### config.mk
export PLATFORM = sky130hd
export DESIGN_NAME = lru_page_replacement
export DESIGN_NICKNAME = d
export VERILOG_FILES = /design/src/rtl/core/lrupr_pkg.sv /design/src/rtl/core/lru_page_replacement.sv /design/src/rtl/core/lrupr_cell.sv
export SDC_FILE = /design/constraint.sdc
export NUM_CORES = 1
export LEC_CHECK = 0
export BUFFER_PORTS_ARGS = -buffer_cell sky130_fd_sc_hd__buf_2
export CAP_MARGIN = 5
export CORE_MARGIN = 5
export CORE_UTILIZATION = 23
export DETAILED_ROUTE_END_ITERATION = 7
export SYNTH_ARGS = -nofsm -noshare
export SYNTH_HDL_FRONTEND = slang
export SYNTH_SLANG_ARGS = --single-unit
### constraint.sdc
create_clock -name clk -period 3.37 [get_ports clk]
set_input_delay 0.337 -clock clk [delete_from_list [all_inputs] [get_ports clk]]
set_output_delay 0.337 -clock clk [all_outputs]
set_load 0.01 [all_outputs]
### src/rtl/core/lrupr_pkg.sv
// Shared constants for the LRU page replacement block.
// Fixed field widths and reset values; no dependencies.
package lrupr_pkg;

  localparam int CFG_BITS   = 4;
  localparam int FAULT_BITS = 32;

  localparam logic [CFG_BITS-1:0]   NUM_FRAMES_RESET = CFG_BITS'(8);
  localparam logic [FAULT_BITS-1:0] FAULT_MAX        = {FAULT_BITS{1'b1}};

endpackage

### src/rtl/core/lru_page_replacement.sv
// Requests pass through IDLE, SCAN and DONE; a new request is taken only in IDLE.
// The lookup record walks the cell row one frame per cycle, then DONE applies the
// rank/tag update once the result register is free.
// The result register frees the input side while a result waits for out_ready.
// Reset (rst, synchronous): ranks, fill count and fault count clear, num_frames = 8.
// Uses lrupr_pkg and lrupr_cell.
module lru_page_replacement
  import lrupr_pkg::*;
#(
  parameter int MAX_FRAMES = 8,
  parameter int PAGE_BITS  = 16,
  localparam int SLOT_BITS = (MAX_FRAMES > 1) ? $clog2(MAX_FRAMES) : 1
) (
  input  logic                  clk,
  input  logic                  rst,
  input  logic                  cfg_valid,
  output logic                  cfg_ready,
  input  logic [CFG_BITS-1:0]   cfg_data,
  input  logic                  in_valid,
  output logic                  in_ready,
  input  logic [PAGE_BITS-1:0]  page,
  output logic                  out_valid,
  input  logic                  out_ready,
  output logic                  hit,
  output logic [SLOT_BITS-1:0]  frame_slot,
  output logic                  evicted_valid,
  output logic [PAGE_BITS-1:0]  evicted_page,
  output logic [FAULT_BITS-1:0] fault_count
);

  localparam int CNT_BITS = $clog2(MAX_FRAMES + 1);
  localparam int CMP_BITS = (CNT_BITS > CFG_BITS) ? CNT_BITS : CFG_BITS;
  localparam logic [SLOT_BITS-1:0] CNT_LAST = SLOT_BITS'(MAX_FRAMES - 1);

  typedef struct packed {
    logic [PAGE_BITS-1:0] page;
    logic [CNT_BITS-1:0]  active;
    logic [CNT_BITS-1:0]  nf;
  } req_t;

  typedef struct packed {
    logic                 en;
    logic [SLOT_BITS-1:0] slot;
    logic                 all;
    logic [SLOT_BITS-1:0] rank;
    logic [CNT_BITS-1:0]  limit;
    logic                 wr;
  } upd_t;

  typedef struct packed {
    logic                 hit;
    logic [SLOT_BITS-1:0] hit_idx;
    logic [SLOT_BITS-1:0] hit_rank;
    logic [SLOT_BITS-1:0] vict_idx;
    logic [SLOT_BITS-1:0] vict_rank;
    logic [PAGE_BITS-1:0] vict_tag;
  } scan_t;

  typedef enum logic [1:0] {IDLE, SCAN, DONE} state_t;

  state_t                state;
  logic [SLOT_BITS-1:0]  scan_cnt;
  req_t                  req;
  logic [CNT_BITS-1:0]   filled;
  logic [FAULT_BITS-1:0] faults;
  logic [CFG_BITS-1:0]   num_frames;

  scan_t                 chain [MAX_FRAMES+1];
  scan_t                 fin;
  upd_t                  upd;
  logic                  out_free;
  logic                  is_fill;
  logic [CMP_BITS-1:0]   cfg_ext;
  logic [CNT_BITS-1:0]   nf_eff;
  logic [CNT_BITS-1:0]   active_eff;
  logic [FAULT_BITS-1:0] faults_next;

  assign cfg_ready = 1'b1;
  assign in_ready  = (state == IDLE);
  assign out_free  = !out_valid || out_ready;

  // Zero or oversized frame counts clamp to 1..MAX_FRAMES.
  always_comb begin
    cfg_ext = CMP_BITS'(num_frames);
    if (cfg_ext == '0) begin
      nf_eff = CNT_BITS'(1);
    end else if (cfg_ext > CMP_BITS'(MAX_FRAMES)) begin
      nf_eff = CNT_BITS'(MAX_FRAMES);
    end else begin
      nf_eff = CNT_BITS'(cfg_ext);
    end
    active_eff = (filled < nf_eff) ? filled : nf_eff;
  end

  assign chain[0] = '0;

  for (genvar i = 0; i < MAX_FRAMES; i++) begin : g_cell
    lrupr_cell #(
      .INDEX      (i),
      .MAX_FRAMES (MAX_FRAMES),
      .PAGE_BITS  (PAGE_BITS),
      .req_t      (req_t),
      .upd_t      (upd_t),
      .scan_t     (scan_t)
    ) u_cell (
      .clk      (clk),
      .rst      (rst),
      .req      (req),
      .upd      (upd),
      .scan_in  (chain[i]),
      .scan_out (chain[i+1])
    );
  end

  assign fin = chain[MAX_FRAMES];

  always_comb begin
    is_fill   = !fin.hit && (filled < req.nf);
    upd.en    = (state == DONE) && out_free;
    upd.all   = !fin.hit;
    upd.rank  = fin.hit_rank;
    upd.wr    = !fin.hit;
    if (fin.hit) begin
      upd.slot  = fin.hit_idx;
      upd.limit = req.active;
    end else if (is_fill) begin
      upd.slot  = SLOT_BITS'(filled);
      upd.limit = CNT_BITS'(filled + 1'b1);
    end else begin
      upd.slot  = fin.vict_idx;
      upd.limit = req.nf;
    end
    if (fin.hit || (faults == FAULT_MAX)) begin
      faults_next = faults;
    end else begin
      faults_next = faults + 1'b1;
    end
  end

  always_ff @(posedge clk) begin
    if (rst) begin
      num_frames <= NUM_FRAMES_RESET;
    end else if (cfg_valid && cfg_ready) begin
      num_frames <= cfg_data;
    end
  end

  always_ff @(posedge clk) begin
    if (rst) begin
      state         <= IDLE;
      scan_cnt      <= '0;
      req           <= '0;
      filled        <= '0;
      faults        <= '0;
      out_valid     <= 1'b0;
      hit           <= 1'b0;
      frame_slot    <= '0;
      evicted_valid <= 1'b0;
      evicted_page  <= '0;
      fault_count   <= '0;
    end else begin
      // DONE reloads the result register itself when it is free
      if (out_valid && out_ready && (state != DONE)) begin
        out_valid <= 1'b0;
      end
      case (state)
        IDLE: begin
          if (in_valid) begin
            req.page   <= page;
            req.nf     <= nf_eff;
            req.active <= active_eff;
            scan_cnt   <= '0;
            state      <= SCAN;
          end
        end
        SCAN: begin
          if (scan_cnt == CNT_LAST) begin
            state <= DONE;
          end else begin
            scan_cnt <= scan_cnt + 1'b1;
          end
        end
        DONE: begin
          if (out_free) begin
            out_valid     <= 1'b1;
            hit           <= fin.hit;
            frame_slot    <= upd.slot;
            evicted_valid <= !fin.hit && !is_fill;
            evicted_page  <= (!fin.hit && !is_fill) ? fin.vict_tag : '0;
            fault_count   <= faults_next;
            faults        <= faults_next;
            if (is_fill) begin
              filled <= filled + 1'b1;
            end
            state <= IDLE;
          end
        end
        default: begin
          state <= IDLE;
        end
      endcase
    end
  end

endmodule

### src/rtl/core/lrupr_cell.sv
// One frame of the LRU table: page tag, age rank and one stage of the lookup chain.
// Record and control types come from the top level as type parameters.
module lrupr_cell #(
  parameter int  INDEX      = 0,
  parameter int  MAX_FRAMES = 8,
  parameter int  PAGE_BITS  = 16,
  parameter type req_t      = logic,
  parameter type upd_t      = logic,
  parameter type scan_t     = logic
) (
  input  logic  clk,
  input  logic  rst,
  input  req_t  req,
  input  upd_t  upd,
  input  scan_t scan_in,
  output scan_t scan_out
);

  localparam int SLOT_BITS = (MAX_FRAMES > 1) ? $clog2(MAX_FRAMES) : 1;
  localparam int CNT_BITS  = $clog2(MAX_FRAMES + 1);
  localparam logic [SLOT_BITS-1:0] IDX_SLOT = SLOT_BITS'(INDEX);
  localparam logic [CNT_BITS-1:0]  IDX_CNT  = CNT_BITS'(INDEX);
  localparam logic [SLOT_BITS-1:0] RANK_MAX = SLOT_BITS'(MAX_FRAMES - 1);

  logic [PAGE_BITS-1:0] tag;
  logic [SLOT_BITS-1:0] rank;
  logic                 in_active;
  logic                 in_set;
  scan_t                scan_next;

  assign in_active = IDX_CNT < req.active;
  assign in_set    = IDX_CNT < req.nf;

  // Lowest matching frame wins; victim is the oldest, lowest index among equals.
  always_comb begin
    scan_next = scan_in;
    if (!scan_in.hit && in_active && (tag == req.page)) begin
      scan_next.hit      = 1'b1;
      scan_next.hit_idx  = IDX_SLOT;
      scan_next.hit_rank = rank;
    end
    if (in_set && ((INDEX == 0) || (rank > scan_in.vict_rank))) begin
      scan_next.vict_idx  = IDX_SLOT;
      scan_next.vict_rank = rank;
      scan_next.vict_tag  = tag;
    end
  end

  always_ff @(posedge clk) begin
    scan_out <= scan_next;
    if (upd.en && (upd.slot == IDX_SLOT) && upd.wr) begin
      tag <= req.page;
    end
  end

  always_ff @(posedge clk) begin
    if (rst) begin
      rank <= '0;
    end else if (upd.en) begin
      if (upd.slot == IDX_SLOT) begin
        rank <= '0;
      end else if ((IDX_CNT < upd.limit) && (upd.all || (rank < upd.rank))
                   && (rank != RANK_MAX)) begin
        rank <= rank + 1'b1;
      end
    end
  end

endmodule

After elaboration in Yosys (flattened, before gate mapping):

Cells that the tools add are included.

* latch bits: 0
* bits in registers: 465
* memories kept: 0
* bits in read-only memories: 0
* output and inout port bits: 56
* memory bits (writable): 0
* bits of input ports: 25
* logic and storage cells: 315

* equality and inequality tests: 32
* $lt $le $gt $ge: 42
* muxes and demuxes: 49
* $add $sub $neg: 11
* div/mod/pow operators: 0
* reduce and logical (&&, ||, !) cells: 105
* shifts and indexed selects: 0
* bitwise gates (word level): 1
* multipliers: 0

Operators with widths (count)
* 16-bit == test: 8
* 19-bit 2-to-1 mux: 6
* 3-bit 2-to-1 mux: 27
* 1-bit logical AND: 59
* 3-bit by 4-bit less-than comparator with 1-bit output (first input constant): 12
* 32-bit by 1-bit adder with 32-bit output (second input constant): 1
* 32-bit == test (second input constant): 1
* 16-bit 2-to-1 mux: 2
* 3-bit by 1-bit adder with 3-bit output (second input constant): 9
* 1-bit by 4-bit less-than comparator with 1-bit output (first input constant): 6
* 2-bit by 4-bit less-than comparator with 1-bit output (first input constant): 6
* 3-bit less-than comparator: 8
* 3-bit inequality test (second input constant): 8
* 3-bit greater-than comparator: 7
* 4-bit 2-to-1 mux: 5
* 2-bit AND reduction: 10
* 2-bit nonzero test: 9
* 3-bit == test (second input constant): 5
* 3-bit AND reduction: 4
* 1-bit logical NOT: 10
* 1-bit logical OR: 10
* 2-bit inequality test (second input constant): 5
* 4-bit less-than comparator: 2
* 7-bit 2-to-1 mux: 1
* other kinds (14): 19

Depth between registers and ports, before layout:

* word-level depth: 9
* mapped depth: 10
* gate-level depth less buffers: 8

Modules after synthesis:

A second synthesis with hierarchy kept.

* cells, all modules: 1613
* area total of the unflattened synthesis: 19259.7 µm²

Modules (own cells, without submodules)
* lru_page_replacement: area an instance 4210.3 µm², cells an instance 505, sequential area each 1821.7 µm², instances 1
* lrupr_cell (g_cell[4].u_cell): area an instance 1923.1 µm², cells an instance 141, sequential area each 1121.1 µm², instances 1
* lrupr_cell (g_cell[6].u_cell): area an instance 1905.6 µm², cells an instance 140, sequential area each 1121.1 µm², instances 1
* lrupr_cell (g_cell[2].u_cell): area an instance 1893.1 µm², cells an instance 140, sequential area each 1121.1 µm², instances 1
* lrupr_cell (g_cell[3].u_cell): area an instance 1881.8 µm², cells an instance 141, sequential area each 1121.1 µm², instances 1
* lrupr_cell (g_cell[1].u_cell): area an instance 1880.6 µm², cells an instance 137, sequential area each 1121.1 µm², instances 1
* lrupr_cell (g_cell[5].u_cell): area an instance 1878.1 µm², cells an instance 138, sequential area each 1121.1 µm², instances 1
* lrupr_cell (g_cell[7].u_cell): area an instance 1863.0 µm², cells an instance 143, sequential area each 1121.1 µm², instances 1
* lrupr_cell (g_cell[0].u_cell): area an instance 1824.2 µm², cells an instance 128, sequential area each 1121.1 µm², instances 1

Least setup slack after synthesis:

No wires, ideal clock.

* path kind: register -> register
* from: register, netlist name req[1]
* to: register g_cell[4].u_cell.tag[0] (enable)
* required time: 2.982 ns
* slack: 0.342 ns
* clock period less this slack: 3.028 ns
* cell stages (with the launch flop): 9
* buffers on the path: 1
* data arrival time: 2.639 ns
* setup time: 0.388 ns
* path through: dfxtp_1 inv_1 ha_1 or3b_4 a2111oi_4 or3_1 buf_2 nand2_1 nor2_1

* cells in the longest elaborated chain, start to end: 7

Ends and longest elaborated chain
* 4-bit less-than comparator: line lru_page_replacement.sv:118 `is_fill = !fin.hit && (filled < req.nf);`
* 1-bit logical AND: line lru_page_replacement.sv:118
* 3-bit 2-to-1 mux: line lru_page_replacement.sv:126 `end else if (is_fill) begin`
* 3-bit 2-to-1 mux: line lru_page_replacement.sv:123 `if (fin.hit) begin`
* 3-bit == test: line lrupr_cell.sv:51 `if (upd.en && (upd.slot == IDX_SLOT) && upd.wr) begin`
* 1-bit logical AND (2 in series): line lrupr_cell.sv:51
* to (signal assigned): line lrupr_cell.sv:52 `tag <= req.page;`
* to (decl): line lrupr_cell.sv:25 `logic [PAGE_BITS-1:0] tag;`

No other way between the ends.
A chain may end at the register's enable or synchronous reset.

Worst setup path after layout:

* from: register, netlist name req[1]
* to: register g_cell[6].u_cell.tag[13] (enable)

* cells in the longest elaborated chain, start to end: 7

Ends and longest elaborated chain (line)
* 4-bit less-than comparator: lru_page_replacement.sv:118
* 1-bit logical AND: lru_page_replacement.sv:118
* 3-bit 2-to-1 mux: lru_page_replacement.sv:126
* 3-bit 2-to-1 mux: lru_page_replacement.sv:123
* 3-bit == test: lrupr_cell.sv:51
* 1-bit logical AND (2 in series): lrupr_cell.sv:51
* to (signal assigned): lrupr_cell.sv:52
* to (decl): lrupr_cell.sv:25

No other way between the ends.

==> impl_metrics.env <==
export IMPL_ir_drop_mv=0.319
export IMPL_synthArstFlopShare=0
export IMPL_die_x_um=296
export IMPL_min_path_type="in2reg"
export IMPL_clkTransAtPathRegs_ns=0.07
export IMPL_layout_commonest_cell="dfxtp_1"
export IMPL_dp_worst_setup_slack_ns=0.333
export IMPL_crit_fanout=16
export IMPL_fillCellCount=8327
export IMPL_stdcell_count=2846
export IMPL_syn_area_um2=18800
export IMPL_dieArea_um2=87800
export IMPL_grtUsageTotal=0.101
export IMPL_placementRows=105
export IMPL_portBuffers=79
export IMPL_crit_buf_inv=2
export IMPL_h_tree_depth=2
export IMPL_dpl_cell_area_um2=20800
export IMPL_regArea_um2=10500
export IMPL_ant_nets=0
export IMPL_fp_dieH_um=296
export IMPL_synth_flop_cell="dfxtp_1"
export IMPL_period_minus_slack_ns=3.12
export IMPL_fin_skew_ns=0.0160
export IMPL_ys_warn_count=0
export IMPL_post_cts_resized=0
export IMPL_status="complete, no violations"
export IMPL_cp_slowest_cell="dfxtp_1"
export IMPL_grt_start_max_net_pins=59
export IMPL_yosys_cell_types_count=76
export IMPL_drt_pass1_iter_count=7
export IMPL_fp_coreArea_um2=81700
export IMPL_grt_overflow=0
export IMPL_routed_via_density=4.29
export IMPL_grt_pass1_wl_um=71400
export IMPL_netlist_instances=1621
export IMPL_critPathMaxStageDelay_ns=0.48
export IMPL_crit_chain="inv_1 -> ha_1 -> or3b_4 -> a2111oi_4 -> or3_1 -> nand2_1 -> nor2_1 -> buf_4"
export IMPL_r2r_setup_slack_ns=0.25
export IMPL_max_slew_margin_rel=0.325
export IMPL_synth_edf_count=128
export IMPL_clock_latency_ns=0.58
export IMPL_antennaDiodeCount=0
export IMPL_rsz0062_at_grt="no"
export IMPL_syn_area_per_cell_um2=11.6
export IMPL_routed_wl_um=45500
export IMPL_crit_required_ns=3.62
export IMPL_drt_iter0_drc=632
export IMPL_root_buffer="clkbuf_16"
export IMPL_synth_fp_nets=1709
export IMPL_critPathLaunchType="flip-flop"
export IMPL_gp_congestion=0.844
export IMPL_cp_arrival_ns=3.37
export IMPL_vias=12205
export IMPL_start_util=0.231
export IMPL_multi_input_area_um2=7980
export IMPL_max_freq_mhz=321
export IMPL_io_pins=81
export IMPL_drv_slew=0
export IMPL_worst_slack_ns=0.254
export IMPL_p_per_area_nw_per_um2=509
export IMPL_setup_violations=0
export IMPL_cts_tree="done"
export IMPL_grt_pass1_vias=12469
export IMPL_p_leak_nw=8.59
export IMPL_design_area_um2=22400
export IMPL_final_nets=1829
export IMPL_holdWs_ns=0.0158
export IMPL_crit_path_end_kind="flip-flop"
export IMPL_yosysSeqAreaShare=0.554
export IMPL_path_class="reg2reg"
export IMPL_tightest_slew_ns=1.01
export IMPL_cp_top_family="simple AND/OR/NAND/NOR gates"
export IMPL_numCtsBuffers=43
export IMPL_final_cell_mix="330 x dfxtp_1, 141 x nand2_1, 128 x edfxtp_1, 104 x mux2_2, 94 x nor2_1"
export IMPL_finalHoldViolations=0
export IMPL_drive_gt1_frac=0.203
export IMPL_antenna_found_initial=0
export IMPL_power_total_mw=11.4
export IMPL_wire_per_inst_um=16.0
export IMPL_setup_tns_ns=0
export IMPL_cts_sinks=458
export IMPL_area_growth_syn_to_layout_pct=18.9
export IMPL_post_place_cells=2753
export IMPL_clk_path_buf_depth=3
export IMPL_fin_util=0.274
export IMPL_dp_hpwl_um=34100
export IMPL_synth_seq_cells=458
export IMPL_fin_crit_sh=0.925
export IMPL_maxCapViolations=0
export IMPL_drc=0
## worst register-to-register path, stage by stage (launching register included)
cell	delay, ns
dfxtp_1	0.48
inv_1	0.11
ha_1	0.28
or3b_4	0.47
a2111oi_4	0.39
or3_1	0.36
nand2_1	0.24
nor2_1	0.20
buf_4	0.27
## what timing repair did
item,4_1_cts,5_1_grt
hold endpoints to repair,13,0
hold buffers,13,0
setup buffers,0,0
## state kept, by name, indices dropped and copies added, names as in the netlist
signal / count
cfg_ext: 4
evicted_valid: 1
req: 24
evicted_page: 16
filled: 4
out_valid: 1
frame_slot: 3
scan_cnt: 3
state: 2
g_cell.u_cell.rank: 24
faults: 32
g_cell.u_cell.scan_out: 215
g_cell.u_cell.tag: 128
hit: 1
## report_power, final
group | switching (mW) | leakage (nW) | internal (mW)
clock | 2.13 | 0.724 | 2.93
sequential | 0.0876 | 3.86 | 5.77
combinational | 0.282 | 4.00 | 0.207
total | 2.49 | 8.59 | 8.91
## worst paths after layout
kind	start	endpoint	cells past startpoint
worst max-delay path	req[1]$_SDFFE_PP0P_	g_cell[6].u_cell.tag[13]$_DFFE_PP_	8
worst min-delay path	page[0]	req[8]$_SDFFE_PP0P_	3
worst max register to register	req[1]$_SDFFE_PP0P_	g_cell[6].u_cell.tag[13]$_DFFE_PP_	8
worst min register to register	g_cell[6].u_cell.scan_out[21]$_SDFF_PP1_	g_cell[7].u_cell.scan_out[21]$_SDFF_PP1_	1
## Yosys cell counts (3+ instances only)
library cell / number / share of area
edfxtp_1: 128 / 0.20
mux2i_1: 33 / 0.018
nor2_1: 94 / 0.019
or3_1: 5 / 0.0017
and2_1: 8 / 0.0027
nor4b_1: 3 / 0.0014
xnor2_1: 81 / 0.038
nor2b_1: 35 / 0.012
or2_2: 7 / 0.0023
nor4_1: 27 / 0.0090
nand3_1: 22 / 0.0058
a22oi_1: 18 / 0.0072
a311oi_2: 3 / 0.0024
xor2_1: 78 / 0.036
nand2b_1: 20 / 0.0066
buf_1: 7 / 0.0014
and4_1: 5 / 0.0023
nand4_1: 28 / 0.0093
and3_1: 9 / 0.0030
buf_6: 3 / 0.0018
a21oi_1: 60 / 0.016
a31oi_2: 5 / 0.0033
or4_1: 3 / 0.0012
a31oi_1: 8 / 0.0027
a211oi_1: 10 / 0.0040
dfxtp_1: 330 / 0.35
o21ai_0: 26 / 0.0069
or2_1: 16 / 0.0053
mux2_1: 36 / 0.022
ha_1: 63 / 0.042
mux2_2: 104 / 0.062
clkbuf_1: 28 / 0.0056
buf_2: 37 / 0.0098
a2111oi_4: 3 / 0.0044
inv_1: 44 / 0.0088
nor3_1: 27 / 0.0072
a21o_1: 12 / 0.0048
nand2_1: 141 / 0.028
a311oi_1: 5 / 0.0023
## per-layer routing
layer	global-route usage	vias to the layer above	part of all wire
met3	0.0117	60	0.036
met4	0.0293	0	0.023
met5	0	-	0
met2	0.181	279	0.50
li1	-	5918	-
met1	0.128	5948	0.44
## layout make-up
cell class	instances	area share
well taps	1070	0.0598
clock buffers	64	0.0561
flip-flops and latches	458	0.466
multi-input cells	1042	0.356
clock inverters	16	0.0106
inverters	45	0.00754
repair buffers	151	0.0433
## kinds of logic after synthesis
family	Yosys count	share of synthesized area
other cells	1	0.000199
buf+inv	121	0.0279
xor+xnor	159	0.0739
simple gates	465	0.126
fa+ha+maj	63	0.0418
flops	458	0.554
mux	173	0.101
compound gates	181	0.0744
(Power assumes the default switching activity.)
